## config.mk

```make
export PLATFORM = sky130hd
export DESIGN_NAME = bresenham_line_stepper
export DESIGN_NICKNAME = d
export VERILOG_FILES = /design/src/bls_pkg.sv /design/src/bresenham_line_stepper.sv /design/src/bls_front.sv /design/src/bls_fifo.sv /design/src/bls_back.sv
export SDC_FILE = /design/constraint.sdc
export NUM_CORES = 1
export LEC_CHECK = 0
export BUFFER_PORTS_ARGS = -buffer_cell sky130_fd_sc_hd__buf_2
export CAP_MARGIN = 20
export CORE_UTILIZATION = 55
export DETAILED_ROUTE_END_ITERATION = 8
export PLACE_DENSITY = 0.78
export SLEW_MARGIN = 40
export SYNTH_ARGS = -nofsm -noshare
export SYNTH_HDL_FRONTEND = slang
export SYNTH_SLANG_ARGS = --single-unit
```

## constraint.sdc

```tcl
create_clock -name i_clk -period 6.1 [get_ports i_clk]
set_input_delay 1.525 -clock i_clk [delete_from_list [all_inputs] [get_ports i_clk]]
set_output_delay 1.525 -clock i_clk [all_outputs]
set_load 0.01 [all_outputs]
```

## src/bls_pkg.sv

```systemverilog
`timescale 1ns / 1ps
`default_nettype none
// ----------------------------------------------------------------------------
// bls_pkg
// Shared types, constants and helpers of the Bresenham line stepper.
// ----------------------------------------------------------------------------
package bls_pkg;

    localparam int COORD_BITS = 12;
    localparam int MAX_WIDTH  = 8;

    localparam int OUT_BITS   = COORD_BITS + 1;
    localparam int TWICE_BITS = COORD_BITS + 2;
    localparam int ERR_BITS   = COORD_BITS + 3;
    localparam int WIDTH_BITS = 4;
    localparam int WIDTH_CAP  = (MAX_WIDTH < 8) ? MAX_WIDTH : 8;
    localparam int CNT_BITS   = (WIDTH_CAP > 1) ? $clog2(WIDTH_CAP) : 1;
    localparam int FIFO_DEPTH = 4;
    localparam int PTR_BITS   = $clog2(FIFO_DEPTH);

    localparam int APB_ADDR_BITS = 2;
    localparam int APB_DATA_BITS = 32;

    localparam logic [APB_ADDR_BITS-1:0] ADDR_LINE_WIDTH = '0;
    localparam logic [WIDTH_BITS-1:0]    WIDTH_RESET     = WIDTH_BITS'(1);

    typedef enum logic {
        OP_START = 1'b0,
        OP_STEP  = 1'b1
    } t_opcode;

    typedef logic [CNT_BITS-1:0] t_cnt;

    typedef struct packed {
        logic signed [OUT_BITS-1:0] x;
        logic signed [OUT_BITS-1:0] y;
        logic                       done;
    } t_point;

    // Number of copies per point, minus one, after clamping the register.
    function automatic t_cnt copies_m1(input logic [WIDTH_BITS-1:0] w);
        logic [WIDTH_BITS-1:0] n;
        n = w;
        if (n == '0) begin
            n = WIDTH_BITS'(1);
        end
        if (n > WIDTH_BITS'(WIDTH_CAP)) begin
            n = WIDTH_BITS'(WIDTH_CAP);
        end
        n = n - WIDTH_BITS'(1);
        return n[CNT_BITS-1:0];
    endfunction

endpackage
`default_nettype wire

```

## src/bresenham_line_stepper.sv

```systemverilog
`timescale 1ns / 1ps
`default_nettype none
// ----------------------------------------------------------------------------
// bresenham_line_stepper
// Integer line stepper: loads endpoints, walks the line one point per step
// item and emits each point as a short diagonal run of fragments.
// ----------------------------------------------------------------------------
// Channel   Handshake                    Payload
// input     push / full                  opcode, x_start, y_start, x_end, y_end
// result    empty / pop                  pixel_x, pixel_y, last_of_point, line_done
// config    psel, penable, pwrite/pready line_width at byte address 0
//
// A start or step item is taken while push is high and full is low; a step on
// a running line issues one point into a four-entry point queue, which the
// back end turns into line_width results (clamped to 1..8), one per cycle
// while pop is held high. Sustained input rate is one item per cycle while the
// queue has room; the result drain limits it for wider lines. full follows the
// point queue. Synchronous reset clears line state and queue, line_width to one.
// ----------------------------------------------------------------------------
module bresenham_line_stepper (
    input  wire logic                                     i_clk,
    input  wire logic                                     i_rst_n,
    input  wire logic                                     push,
    output logic                                          full,
    input  wire logic                                     i_opcode,
    input  wire logic signed [bls_pkg::COORD_BITS-1:0]    i_x_start,
    input  wire logic signed [bls_pkg::COORD_BITS-1:0]    i_y_start,
    input  wire logic signed [bls_pkg::COORD_BITS-1:0]    i_x_end,
    input  wire logic signed [bls_pkg::COORD_BITS-1:0]    i_y_end,
    output logic                                          empty,
    input  wire logic                                     pop,
    output logic signed [bls_pkg::OUT_BITS-1:0]           o_pixel_x,
    output logic signed [bls_pkg::OUT_BITS-1:0]           o_pixel_y,
    output logic                                          o_last_of_point,
    output logic                                          o_line_done,
    input  wire logic                                     psel,
    input  wire logic                                     penable,
    input  wire logic                                     pwrite,
    input  wire logic [bls_pkg::APB_ADDR_BITS-1:0]        paddr,
    input  wire logic [bls_pkg::APB_DATA_BITS-1:0]        pwdata,
    output logic [bls_pkg::APB_DATA_BITS-1:0]             prdata,
    output logic                                          pready
);
    import bls_pkg::*;

    logic [WIDTH_BITS-1:0] r_line_width;
    logic                  accept;
    logic                  pt_push;
    t_point                pt;
    logic                  q_pop;
    logic                  q_empty;
    t_point                q_data;
    t_cnt                  copies;

    assign pready = 1'b1;
    assign prdata = (paddr == ADDR_LINE_WIDTH) ?
                    APB_DATA_BITS'(r_line_width) : '0;

    always_ff @(posedge i_clk) begin
        if (!i_rst_n) begin
            r_line_width <= WIDTH_RESET;
        end else if (psel && penable && pwrite && pready &&
                     (paddr == ADDR_LINE_WIDTH)) begin
            r_line_width <= pwdata[WIDTH_BITS-1:0];
        end
    end

    assign copies = copies_m1(r_line_width);
    assign accept = push && !full;

    bls_front u_front (
        .i_clk     (i_clk),
        .i_rst_n   (i_rst_n),
        .i_accept  (accept),
        .i_opcode  (i_opcode),
        .i_x_start (i_x_start),
        .i_y_start (i_y_start),
        .i_x_end   (i_x_end),
        .i_y_end   (i_y_end),
        .o_pt_push (pt_push),
        .o_pt      (pt)
    );

    bls_fifo u_fifo (
        .i_clk   (i_clk),
        .i_rst_n (i_rst_n),
        .i_push  (pt_push),
        .i_data  (pt),
        .i_pop   (q_pop),
        .o_full  (full),
        .o_empty (q_empty),
        .o_data  (q_data)
    );

    bls_back u_back (
        .i_clk           (i_clk),
        .i_rst_n         (i_rst_n),
        .i_copies_m1     (copies),
        .i_q_empty       (q_empty),
        .i_q_data        (q_data),
        .o_q_pop         (q_pop),
        .i_pop           (pop),
        .o_empty         (empty),
        .o_pixel_x       (o_pixel_x),
        .o_pixel_y       (o_pixel_y),
        .o_last_of_point (o_last_of_point),
        .o_line_done     (o_line_done)
    );

    // An issued point is waiting in the queue or the back end on the next cycle.
    a_point_queued: assert property (@(posedge i_clk) disable iff (!i_rst_n)
        pt_push |=> !q_empty || (q_pop && $past(q_empty)) || !empty)
        else $error("issued point was lost");

    // Within a run, each further copy sits one step along the diagonal.
    a_diag_step: assert property (@(posedge i_clk) disable iff (!i_rst_n)
        (!empty && pop && !o_last_of_point) |=>
        (!empty && (o_pixel_x == $past(o_pixel_x) + OUT_BITS'(1)) &&
         (o_pixel_y == $past(o_pixel_y) + OUT_BITS'(1))))
        else $error("diagonal copy out of sequence");

    // The done mark is constant over one run.
    a_done_run: assert property (@(posedge i_clk) disable iff (!i_rst_n)
        (!empty && pop && !o_last_of_point) |=> (o_line_done == $past(o_line_done)))
        else $error("line_done changed within a run");

endmodule
`default_nettype wire

```

## src/bls_front.sv

```systemverilog
`timescale 1ns / 1ps
`default_nettype none
// ----------------------------------------------------------------------------
// bls_front
// Accepts start and step items, holds the Bresenham state and issues points.
// ----------------------------------------------------------------------------
module bls_front (
    input  wire logic                                 i_clk,
    input  wire logic                                 i_rst_n,
    input  wire logic                                 i_accept,
    input  wire logic                                 i_opcode,
    input  wire logic signed [bls_pkg::COORD_BITS-1:0] i_x_start,
    input  wire logic signed [bls_pkg::COORD_BITS-1:0] i_y_start,
    input  wire logic signed [bls_pkg::COORD_BITS-1:0] i_x_end,
    input  wire logic signed [bls_pkg::COORD_BITS-1:0] i_y_end,
    output logic                                      o_pt_push,
    output bls_pkg::t_point                           o_pt
);
    import bls_pkg::*;

    logic                       r_busy, n_busy;
    logic [OUT_BITS-1:0]        r_x, n_x;
    logic [OUT_BITS-1:0]        r_y, n_y;
    logic [ERR_BITS-1:0]        r_err, n_err;
    logic [OUT_BITS-1:0]        r_steps, n_steps;
    logic [TWICE_BITS-1:0]      r_tdx, n_tdx;
    logic [TWICE_BITS-1:0]      r_tdy, n_tdy;
    logic                       r_xneg, n_xneg;
    logic                       r_yneg, n_yneg;
    logic                       r_steep, n_steep;

    logic [OUT_BITS-1:0]        xs, ys, xe, ye;
    logic [OUT_BITS-1:0]        dx, dy, adx, ady;
    logic [TWICE_BITS-1:0]      tdx, tdy;
    logic                       steep;
    logic                       is_step;
    logic                       done;
    logic                       err_le0;
    logic [OUT_BITS-1:0]        x_inc, y_inc;

    assign xs = {i_x_start[COORD_BITS-1], i_x_start};
    assign ys = {i_y_start[COORD_BITS-1], i_y_start};
    assign xe = {i_x_end[COORD_BITS-1], i_x_end};
    assign ye = {i_y_end[COORD_BITS-1], i_y_end};
    assign dx = xe - xs;
    assign dy = ye - ys;
    assign adx = dx[OUT_BITS-1] ? (~dx + OUT_BITS'(1)) : dx;
    assign ady = dy[OUT_BITS-1] ? (~dy + OUT_BITS'(1)) : dy;
    assign tdx = {adx, 1'b0};
    assign tdy = {ady, 1'b0};
    assign steep = ady > adx;

    assign is_step = i_accept && (i_opcode == OP_STEP);
    assign done    = (r_steps == '0);
    assign err_le0 = r_err[ERR_BITS-1] || (r_err == '0);
    // Plus or minus one in two's complement.
    assign x_inc = {{(OUT_BITS-1){r_xneg}}, 1'b1};
    assign y_inc = {{(OUT_BITS-1){r_yneg}}, 1'b1};

    assign o_pt_push = is_step && r_busy;
    assign o_pt.x    = r_x;
    assign o_pt.y    = r_y;
    assign o_pt.done = done;

    always_comb begin
        n_busy  = r_busy;
        n_x     = r_x;
        n_y     = r_y;
        n_err   = r_err;
        n_steps = r_steps;
        n_tdx   = r_tdx;
        n_tdy   = r_tdy;
        n_xneg  = r_xneg;
        n_yneg  = r_yneg;
        n_steep = r_steep;
        if (i_accept && (i_opcode == OP_START)) begin
            n_busy  = 1'b1;
            n_x     = xs;
            n_y     = ys;
            n_tdx   = tdx;
            n_tdy   = tdy;
            n_xneg  = dx[OUT_BITS-1];
            n_yneg  = dy[OUT_BITS-1];
            n_steep = steep;
            if (steep) begin
                n_err   = ERR_BITS'(tdx) - ERR_BITS'(ady);
                n_steps = ady;
            end else begin
                n_err   = ERR_BITS'(tdy) - ERR_BITS'(adx);
                n_steps = adx;
            end
        end else if (o_pt_push) begin
            if (done) begin
                n_busy = 1'b0;
            end else begin
                n_steps = r_steps - OUT_BITS'(1);
                if (!r_steep) begin
                    n_x = r_x + x_inc;
                    if (err_le0) begin
                        n_err = r_err + ERR_BITS'(r_tdy);
                    end else begin
                        n_y   = r_y + y_inc;
                        n_err = r_err + ERR_BITS'(r_tdy) - ERR_BITS'(r_tdx);
                    end
                end else begin
                    n_y = r_y + y_inc;
                    if (err_le0) begin
                        n_err = r_err + ERR_BITS'(r_tdx);
                    end else begin
                        n_x   = r_x + x_inc;
                        n_err = r_err + ERR_BITS'(r_tdx) - ERR_BITS'(r_tdy);
                    end
                end
            end
        end
    end

    always_ff @(posedge i_clk) begin
        if (!i_rst_n) begin
            r_busy  <= 1'b0;
            r_x     <= '0;
            r_y     <= '0;
            r_err   <= '0;
            r_steps <= '0;
            r_tdx   <= '0;
            r_tdy   <= '0;
            r_xneg  <= 1'b0;
            r_yneg  <= 1'b0;
            r_steep <= 1'b0;
        end else begin
            r_busy  <= n_busy;
            r_x     <= n_x;
            r_y     <= n_y;
            r_err   <= n_err;
            r_steps <= n_steps;
            r_tdx   <= n_tdx;
            r_tdy   <= n_tdy;
            r_xneg  <= n_xneg;
            r_yneg  <= n_yneg;
            r_steep <= n_steep;
        end
    end

endmodule
`default_nettype wire

```

## src/bls_fifo.sv

```systemverilog
`timescale 1ns / 1ps
`default_nettype none
// ----------------------------------------------------------------------------
// bls_fifo
// Short point queue between the stepping front and the copy back end.
// ----------------------------------------------------------------------------
module bls_fifo (
    input  wire logic            i_clk,
    input  wire logic            i_rst_n,
    input  wire logic            i_push,
    input  wire bls_pkg::t_point i_data,
    input  wire logic            i_pop,
    output logic                 o_full,
    output logic                 o_empty,
    output bls_pkg::t_point      o_data
);
    import bls_pkg::*;

    t_point              r_mem [FIFO_DEPTH];
    logic [PTR_BITS-1:0] r_wr, n_wr;
    logic [PTR_BITS-1:0] r_rd, n_rd;
    logic [PTR_BITS:0]   r_cnt, n_cnt;
    logic                do_push, do_pop;

    assign o_full  = (r_cnt == (PTR_BITS+1)'(FIFO_DEPTH));
    assign o_empty = (r_cnt == '0);
    assign o_data  = r_mem[r_rd];
    assign do_push = i_push && !o_full;
    assign do_pop  = i_pop && !o_empty;

    always_comb begin
        n_wr  = do_push ? r_wr + PTR_BITS'(1) : r_wr;
        n_rd  = do_pop ? r_rd + PTR_BITS'(1) : r_rd;
        n_cnt = r_cnt + (PTR_BITS+1)'(do_push) - (PTR_BITS+1)'(do_pop);
    end

    always_ff @(posedge i_clk) begin
        if (do_push) begin
            r_mem[r_wr] <= i_data;
        end
    end

    always_ff @(posedge i_clk) begin
        if (!i_rst_n) begin
            r_wr  <= '0;
            r_rd  <= '0;
            r_cnt <= '0;
        end else begin
            r_wr  <= n_wr;
            r_rd  <= n_rd;
            r_cnt <= n_cnt;
        end
    end

endmodule
`default_nettype wire

```

## src/bls_back.sv

```systemverilog
`timescale 1ns / 1ps
`default_nettype none
// ----------------------------------------------------------------------------
// bls_back
// Expands each queued point into its diagonal run of result items.
// ----------------------------------------------------------------------------
module bls_back (
    input  wire logic            i_clk,
    input  wire logic            i_rst_n,
    input  wire bls_pkg::t_cnt   i_copies_m1,
    input  wire logic            i_q_empty,
    input  wire bls_pkg::t_point i_q_data,
    output logic                 o_q_pop,
    input  wire logic            i_pop,
    output logic                 o_empty,
    output logic signed [bls_pkg::OUT_BITS-1:0] o_pixel_x,
    output logic signed [bls_pkg::OUT_BITS-1:0] o_pixel_y,
    output logic                 o_last_of_point,
    output logic                 o_line_done
);
    import bls_pkg::*;

    logic                r_valid, n_valid;
    logic [OUT_BITS-1:0] r_px, n_px;
    logic [OUT_BITS-1:0] r_py, n_py;
    t_cnt                r_left, n_left;
    logic                r_done, n_done;
    logic                advance;

    // r_left counts the copies still to come after the one on show.
    assign advance = r_valid && i_pop && (r_left != '0);
    assign o_q_pop = (!r_valid || (i_pop && (r_left == '0))) && !i_q_empty;

    assign o_empty         = !r_valid;
    assign o_pixel_x       = r_px;
    assign o_pixel_y       = r_py;
    assign o_last_of_point = (r_left == '0);
    assign o_line_done     = r_done;

    always_comb begin
        n_valid = r_valid;
        n_px    = r_px;
        n_py    = r_py;
        n_left  = r_left;
        n_done  = r_done;
        if (advance) begin
            n_px   = r_px + OUT_BITS'(1);
            n_py   = r_py + OUT_BITS'(1);
            n_left = r_left - CNT_BITS'(1);
        end else if (o_q_pop) begin
            n_valid = 1'b1;
            n_px    = i_q_data.x;
            n_py    = i_q_data.y;
            n_done  = i_q_data.done;
            n_left  = i_copies_m1;
        end else if (r_valid && i_pop) begin
            n_valid = 1'b0;
        end
    end

    always_ff @(posedge i_clk) begin
        if (!i_rst_n) begin
            r_valid <= 1'b0;
            r_left  <= '0;
        end else begin
            r_valid <= n_valid;
            r_left  <= n_left;
        end
    end

    always_ff @(posedge i_clk) begin
        r_px   <= n_px;
        r_py   <= n_py;
        r_done <= n_done;
    end

endmodule
`default_nettype wire

```

==> results.cfg, run 1 <==
[sta]
worst_slack_ps = 356
rsz0062_at_grt = false
timing.final.crit_period_ps = 5740
final-max-slew-violation-count = 0
max_freq_ghz = 0.174
fin_crit_sh = 0.942
setup_violations = 0
tightestPinTransition_ps = 803
skew_ps = 14.0
setup_total_negative_slack_ps = 0
slew_headroom = 0.463
finalHoldViolCount = 0

[synth]
yosys.area.top_type = sky130_fd_sc_hd__edfxtp_1
async_reset_ff_frac = 0
netlist.area_leader.share = 0.241
synthesis.yosys.warnings = 0
postSynthCellCount = 1776
largest_family_of_logic_cells_by_synthesized_area = compound AO/OA/AOI/OAI gates
syn-cell-area_um2 = 16800
yosys.cell_types.count = 90
synthSimpleGateAreaFrac = 0.136
synth_adder_area_share = 0.120
yosys-mux-area-fraction = 0.0697
synth-compound-area-share = 0.173
post_synth.cell_area_avg_um2 = 9.49
synth-seq-area-share = 0.361
dominantRegCellSynth = sky130_fd_sc_hd__edfxtp_1
yosys.area_share.xor_xnor = 0.0844
yosys_register_bits = 236
synth.top_cells.by_area = sky130_fd_sc_hd__edfxtp_1 24%, sky130_fd_sc_hd__dfxtp_1 12%, sky130_fd_sc_hd__ha_1 10%, sky130_fd_sc_hd__xnor2_1 4.6%, sky130_fd_sc_hd__mux4_2 4.4%
netlist_top_cells_count = 158 x sky130_fd_sc_hd__nor2_1, 151 x sky130_fd_sc_hd__nand2_1, 140 x sky130_fd_sc_hd__ha_1, 135 x sky130_fd_sc_hd__edfxtp_1, 118 x sky130_fd_sc_hd__inv_1
synth-edff-count = 135
yosysMostFrequentCell = sky130_fd_sc_hd__nor2_1

[place]
io_buffer_count = 95
dp_hpwl_mm = 31.5
gp_congestion = 0.927
detailedPlace.worstSlack_ps = -204
dp_cells = 2322

[global_routing]
grt_first_pass_wirelength_mm = 67.6
grt_pass1_vias = 13500
globalRoute.totalOverflow = 0
initial_antenna_violation_count = 0
grt_start_max_net_pins = 70
grt.total_usage = 0.271

[floorplan]
floorplan.die.height_um = 177
fp.dieArea_um2 = 31300
floorplan.die.width_um = 177
initial_utilization = 0.564
num_io_pins = 153
core-area_um2 = 29900
placementRows = 63

[setup_path]
arrival_ps = 6180
timing.critical_path.from_type = primary input
crit_path_leading_delay_family = compound AO/OA/AOI/OAI gates
cp.buffers_inverters = 4
timing.critical_path.cells = buf_2, inv_1, ha_1, inv_1, fa_1, a211oi_2, o21a_1, o31ai_1, o31a_1, a21boi_1, ha_1, a21o_1, a21oi_1, nor2b_1, o21a_1, o41ai_1, buf_4, o21a_1, a32oi_1, o311ai_2, o21ai_0, or4_1, o211ai_1
critical_path_required_ps = 6540
startpoint_to_endpoint_class_of_the_critical_path = primary input to flop
end_kind = flop
worstPathMaxFanout = 4
critical-path-max-stage-delay_ps = 420
critical_path.most_common_cell = sky130_fd_sc_hd__o21a_1
critical_path.slowest_cell = sky130_fd_sc_hd__or4_1

[cells_and_area]
post_layout_nonfiller_instances = 2366
n_fill_cell = 2423
final_net_count = 2199
multi_input_comb_area_um2 = 9980
register_area_um2 = 6080
n_antenna_cell = 0
layout-area-overhead-vs-synth_pct = 14.4
drive_above_1_share = 0.168
fin_util = 0.645

[detailed_routing]
wire_per_inst_um = 17.8
drc = 0
ant_nets = 0
total_number_of_vias = 13800
first_iter_violations = 962
first_pass_iters = 5
detailed_route_wl_mm = 42.0
vias_per_cell = 5.83

[clock_network]
clk-insertion-delay-late_ps = 520
worst_setup_hold_path_clk_slew_ps = 60
cts-htree-levels = 1
clock_sink_count = 236
post_cts_hold_buffer_count = 0
cts_root_buf = sky130_fd_sc_hd__clkbuf_16
clk_path_buf_depth = 3
tritoncts = built
cts-buffers-inserted = 24

[hold_path]
worstHoldPathType = flop to flop

[power_and_ir_drop]
finalPower_mw = 8.65
worst_ir_drop_vdd_uv = 341
powerDensity_nw_per_um2 = 449
static-leakage-power_nw = 8.11

[job]
cap_viol_max_count = 0

[run_status]
run_status = finished clean
-- worst paths after layout --
path,from,end,slack [ps],cells after the start
max reg2reg,u_front.r_tdy[1],u_front.r_err[14],1190,18
min reg2reg,u_front.r_err[0],u_front.r_err[0],490,2
max,i_y_end[0],u_front.r_err[13],360,23
min,u_front.r_err[0],u_front.r_err[0],490,2
-- per-stage QoR --
step	cell area, um2	hold WS, ps
6_report	19300	493
5_1_grt	19300	514
4_1_cts	19200	490
3_5_place_dp	18400	481
3_3_place_gp	18400	479
2_1_floorplan	16900	439
-- what timing repair did --
item | CTS | global route
setup buffers | 0 | 0
gates resized for setup | 0 | 4
endpoints found under the setup margin | 0 | 3
-- layer usage --
layer	share of wire	wire (um)	track usage
met3	0.037	1570	0.0238
met2	0.50	21200	0.498
met4	0.033	1380	0.0941
met1	0.43	17900	0.328
met5	0	0	0
-- worst register-to-register path, cell delays in order, from the launching register on --
cell and delay (ps):
sky130_fd_sc_hd__dfxtp_1 340, sky130_fd_sc_hd__ha_1 230, sky130_fd_sc_hd__fa_1 410, sky130_fd_sc_hd__a21o_1 170, sky130_fd_sc_hd__a21oi_1 230, sky130_fd_sc_hd__nor2_1 70, sky130_fd_sc_hd__o21a_1 180, sky130_fd_sc_hd__o41ai_1 460
sky130_fd_sc_hd__o21ai_0 270, sky130_fd_sc_hd__xor2_1 210, sky130_fd_sc_hd__ha_1 250, sky130_fd_sc_hd__or3_1 360, sky130_fd_sc_hd__a2111oi_0 380, sky130_fd_sc_hd__nor3_1 180, sky130_fd_sc_hd__a31oi_1 270, sky130_fd_sc_hd__xor2_1 160
sky130_fd_sc_hd__mux2i_1 80, sky130_fd_sc_hd__o311a_1 300, sky130_fd_sc_hd__a311oi_1 240
-- power by group --
group / total [mW] / switching (mW) / internal, mW
Combinational: 4.80 / 2.55 / 2.25
Clock: 1.52 / 0.617 / 0.904
Sequential: 2.32 / 0.310 / 2.01
-- layout make-up --
class                           instances  share of cell area
Clock inverter                          7             0.00552
Timing Repair Buffer                  222              0.0748
Clock buffer                           37              0.0373
Tap cell                              390              0.0253
Inverter                              121              0.0236
Sequential cell                       236               0.316
Multi-Input combinational cell       1353               0.518
-- placed cells by master (no fill, tap or decap), types with 34 or more instances in the layout --
| cell | instances |
|---|---|
| sky130_fd_sc_hd__nor2_1 | 158 |
| sky130_fd_sc_hd__nand2_1 | 151 |
| sky130_fd_sc_hd__ha_1 | 140 |
| sky130_fd_sc_hd__edfxtp_1 | 135 |
| sky130_fd_sc_hd__buf_4 | 126 |
| sky130_fd_sc_hd__inv_1 | 118 |
| sky130_fd_sc_hd__o21ai_0 | 111 |
| sky130_fd_sc_hd__a21oi_1 | 106 |
| sky130_fd_sc_hd__dfxtp_1 | 100 |
| sky130_fd_sc_hd__buf_2 | 95 |
| sky130_fd_sc_hd__xnor2_1 | 88 |
| sky130_fd_sc_hd__xor2_1 | 62 |
| sky130_fd_sc_hd__a211oi_1 | 50 |
| sky130_fd_sc_hd__mux2i_1 | 40 |
| sky130_fd_sc_hd__nand3_1 | 34 |
-- cells by family after synthesis --
kind of cell	after synthesis
AND/OR/NAND/NOR	495
AO/OA/AOI/OAI	442
flip-flops	236
buffers and inverters	214
adder cells (fa/ha/maj)	156
XOR/XNOR	156
multiplexers	75
other	2
-- sequential cells by signal (all words and copies together) (netlist names), named ones only --
name and cells:
u_back.r_valid 1, u_back.o_pixel_y 13, u_front.r_tdx 13, u_front.r_err 15, u_front.r_steps 13, u_back.o_pixel_x 13, u_fifo.r_wr 2, u_front.r_x 13
u_back.o_line_done 1, u_back.r_left 3, u_fifo.r_mem 108, u_front.r_tdy 13, u_front.r_yneg 1, r_line_width 4, u_fifo.r_rd 2, u_front.r_steep 1
u_front.r_busy 1, u_fifo.r_cnt 3, u_front.r_xneg 1, u_front.r_y 13
(Power assumes the default switching activity.)
==> run 2, diff against run 1 <==
- RECOVER_POWER: default -> 100
==> run 2 against run 1 <==
Compared with the run above: the run now ends with capacitance limit, slew limit left; power down 0.51%; global-route usage is the same; register-to-register slack got worse by 20 ps; via count about the same; critical path type unchanged; highest routed layer unchanged.
==> results.cfg, run 2 (synthesis results as in run 1) <==
[run_status]
run_status = finished, violations left
failing_checks = capacitance limit, slew limit

[place]
dp_cells = 2322
dp_hpwl_mm = 31.5
io_buffer_count = 95
detailedPlace.worstSlack_ps = -204
detailed_place.area_um2 = 18400
gp_congestion = 0.927

[power_and_ir_drop]
switching_share = 0.404
power.net_switching_mw = 3.48
worst_ir_drop_vdd_uv = 342
static-leakage-power_nw = 7.96
power_frac_comb = 0.552
clockPowerShare = 0.177
intPower_mw = 5.12
powerDensity_nw_per_um2 = 448
seq_power_share = 0.271

[sta]
skew_ps = 13.7
worst_slack_ps = 348
fin_crit_sh = 0.943
setup_violations = 0
finalHoldViolCount = 0
slew_headroom = -0.282
max_freq_ghz = 0.174
final-max-slew-violation-count = 264
rsz0062_at_grt = false
tightestPinTransition_ps = 1920
timing.final.crit_period_ps = 5750

[clock_network]
clk-insertion-delay-late_ps = 530
post_cts_resize_count = 0
worst_setup_hold_path_clk_slew_ps = 60
cts_post_setup_buffers_inserted = 0
clock_sink_count = 236
post_cts_hold_buffer_count = 0
clk_path_buf_depth = 3
cts_root_buf = sky130_fd_sc_hd__clkbuf_16
cts-buffers-inserted = 24
tritoncts = built
cts-htree-levels = 1

[cells_and_area]
layout-area-overhead-vs-synth_pct = 13.9
n_antenna_cell = 0
leading_cell_type_in_the_layout_fill_and_taps_excluded = sky130_fd_sc_hd__nor2_1
layout.cells.most_common_list = 158 x sky130_fd_sc_hd__nor2_1, 151 x sky130_fd_sc_hd__nand2_1, 140 x sky130_fd_sc_hd__ha_1
drive_above_1_share = 0.143
largest_register_ffs = 108
post_layout_nonfiller_instances = 2366
n_fill_cell = 2442
most_flops_register = u_fifo.r_mem
fin_area_um2 = 19200
largest_registers_ranked_by_flip_flop_count = u_fifo.r_mem (108), u_front.r_err (15)
final_net_count = 2199

[detailed_routing]
m1WireLength_mm = 17.7
route.top_layer_used = met4
detailroute.wirelength.met3_mm = 1.82
wire_per_inst_um = 17.8
ant_nets = 0
first_iter_violations = 954
detailed_route_wl_mm = 42.0
wl_met2_mm = 21.2
first_pass_iters = 6
drc = 0
vias_per_cell = 5.83
total_number_of_vias = 13800

[floorplan]
initial_utilization = 0.564
core-area_um2 = 29900
fp.dieArea_um2 = 31300
placementRows = 63
num_io_pins = 153
floorplan.die.width_um = 177
floorplan.die.height_um = 177

[setup_path]
worstPathMaxFanout = 4
register_to_register_setup_slack_ps = 1170
startpoint_to_endpoint_class_of_the_critical_path = primary input to flop
startpoint = i_y_end[0]
reg_to_reg_critical_path_endpoint = u_front.r_err[14]
critical_path_required_ps = 6540
end_kind = flop
worstReg2RegStart = u_front.r_tdy[1]
arrival_ps = 6190
timing.critical_path.from_type = primary input
reg2reg_depth = 18
endpoint = u_front.r_err[13]

[hold_path]
worstHoldPathType = flop to flop

[global_routing]
initial_antenna_violation_count = 0
grt_first_pass_wirelength_mm = 67.6
grt_start_max_net_pins = 70
grt.total_usage = 0.271
grt_pass1_vias = 13500
globalRoute.totalOverflow = 0

[job]
cap_viol_max_count = 9
[run 2: cell types whose count changed in the layout (fill, tap and decap cells not counted), sizes merged]
cell,before,now
buf,222,177
clkbuf,37,82
[run 2: area by class of cell]
class	instances	area, um2	share of cell area
Sequential cell	236	6080	0.317
Tap cell	390	488	0.0254
Timing Repair Buffer	222	1360	0.0710
Multi-Input combinational cell	1353	9980	0.520
Inverter	121	454	0.0237
Clock inverter	7	106	0.00555
Clock buffer	37	718	0.0374
[run 2: stage by stage]
stage	power, mW	hold slack [ps]	TNS [ps]	utilization
finish	8.60	499	0	0.642
global route	9.20	514	0	0.642
CTS	8.62	490	0	0.644
detailed placement	7.07	481	-1890	0.617
global placement	6.91	479	-360	0.616
floorplan	5.67	439	0	-
[run 2: power groups by stage]
stage	Combinational [mW]	Sequential (mW)	Clock (mW)
2_1_floorplan	3.38	2.29	0
4_1_cts	4.76	2.32	1.53
5_1_grt	5.25	2.37	1.59
3_3_place_gp	4.58	2.33	0
3_5_place_dp	4.72	2.35	0
6_report	4.75	2.33	1.52
[run 2: routing by layer]
layer  global-route usage  up-vias
met1                0.328     6562
met5                    0        -
met3               0.0238       96
met2                0.498      387
li1                     -     6741
met4               0.0941        0
[run 2: worst min path at each step]
stage | from | end | slack (ps) | cells after the start
6_report | u_front.r_tdx[13] | u_front.r_tdx[13] | 500 | 2
5_1_grt | u_front.r_tdx[8] | u_front.r_tdx[8] | 510 | 2
4_1_cts | u_front.r_err[0] | u_front.r_err[0] | 490 | 2
3_5_place_dp | u_front.r_err[0] | u_front.r_err[0] | 480 | 2
3_3_place_gp | u_front.r_err[0] | u_front.r_err[0] | 480 | 2
2_1_floorplan | u_front.r_err[0] | u_front.r_err[0] | 440 | 2
[run 2: critical path, stage by stage]
cell                       delay (ps)
sky130_fd_sc_hd__buf_2            110
sky130_fd_sc_hd__inv_1             60
sky130_fd_sc_hd__ha_1             160
sky130_fd_sc_hd__inv_1             60
sky130_fd_sc_hd__fa_1             410
sky130_fd_sc_hd__a211oi_2         250
sky130_fd_sc_hd__o21a_1           200
sky130_fd_sc_hd__o31ai_1          130
sky130_fd_sc_hd__o31a_1           330
sky130_fd_sc_hd__a21boi_1         250
sky130_fd_sc_hd__ha_1             270
sky130_fd_sc_hd__a21o_1           180
sky130_fd_sc_hd__a21oi_1          200
sky130_fd_sc_hd__nor2b_1           70
sky130_fd_sc_hd__o21a_1           190
sky130_fd_sc_hd__o41ai_1          270
sky130_fd_sc_hd__buf_4            180
sky130_fd_sc_hd__o21a_1           200
sky130_fd_sc_hd__a32oi_1          110
sky130_fd_sc_hd__o311ai_2         310
sky130_fd_sc_hd__o21ai_0          190
sky130_fd_sc_hd__or4_1            440
sky130_fd_sc_hd__o211ai_1         100
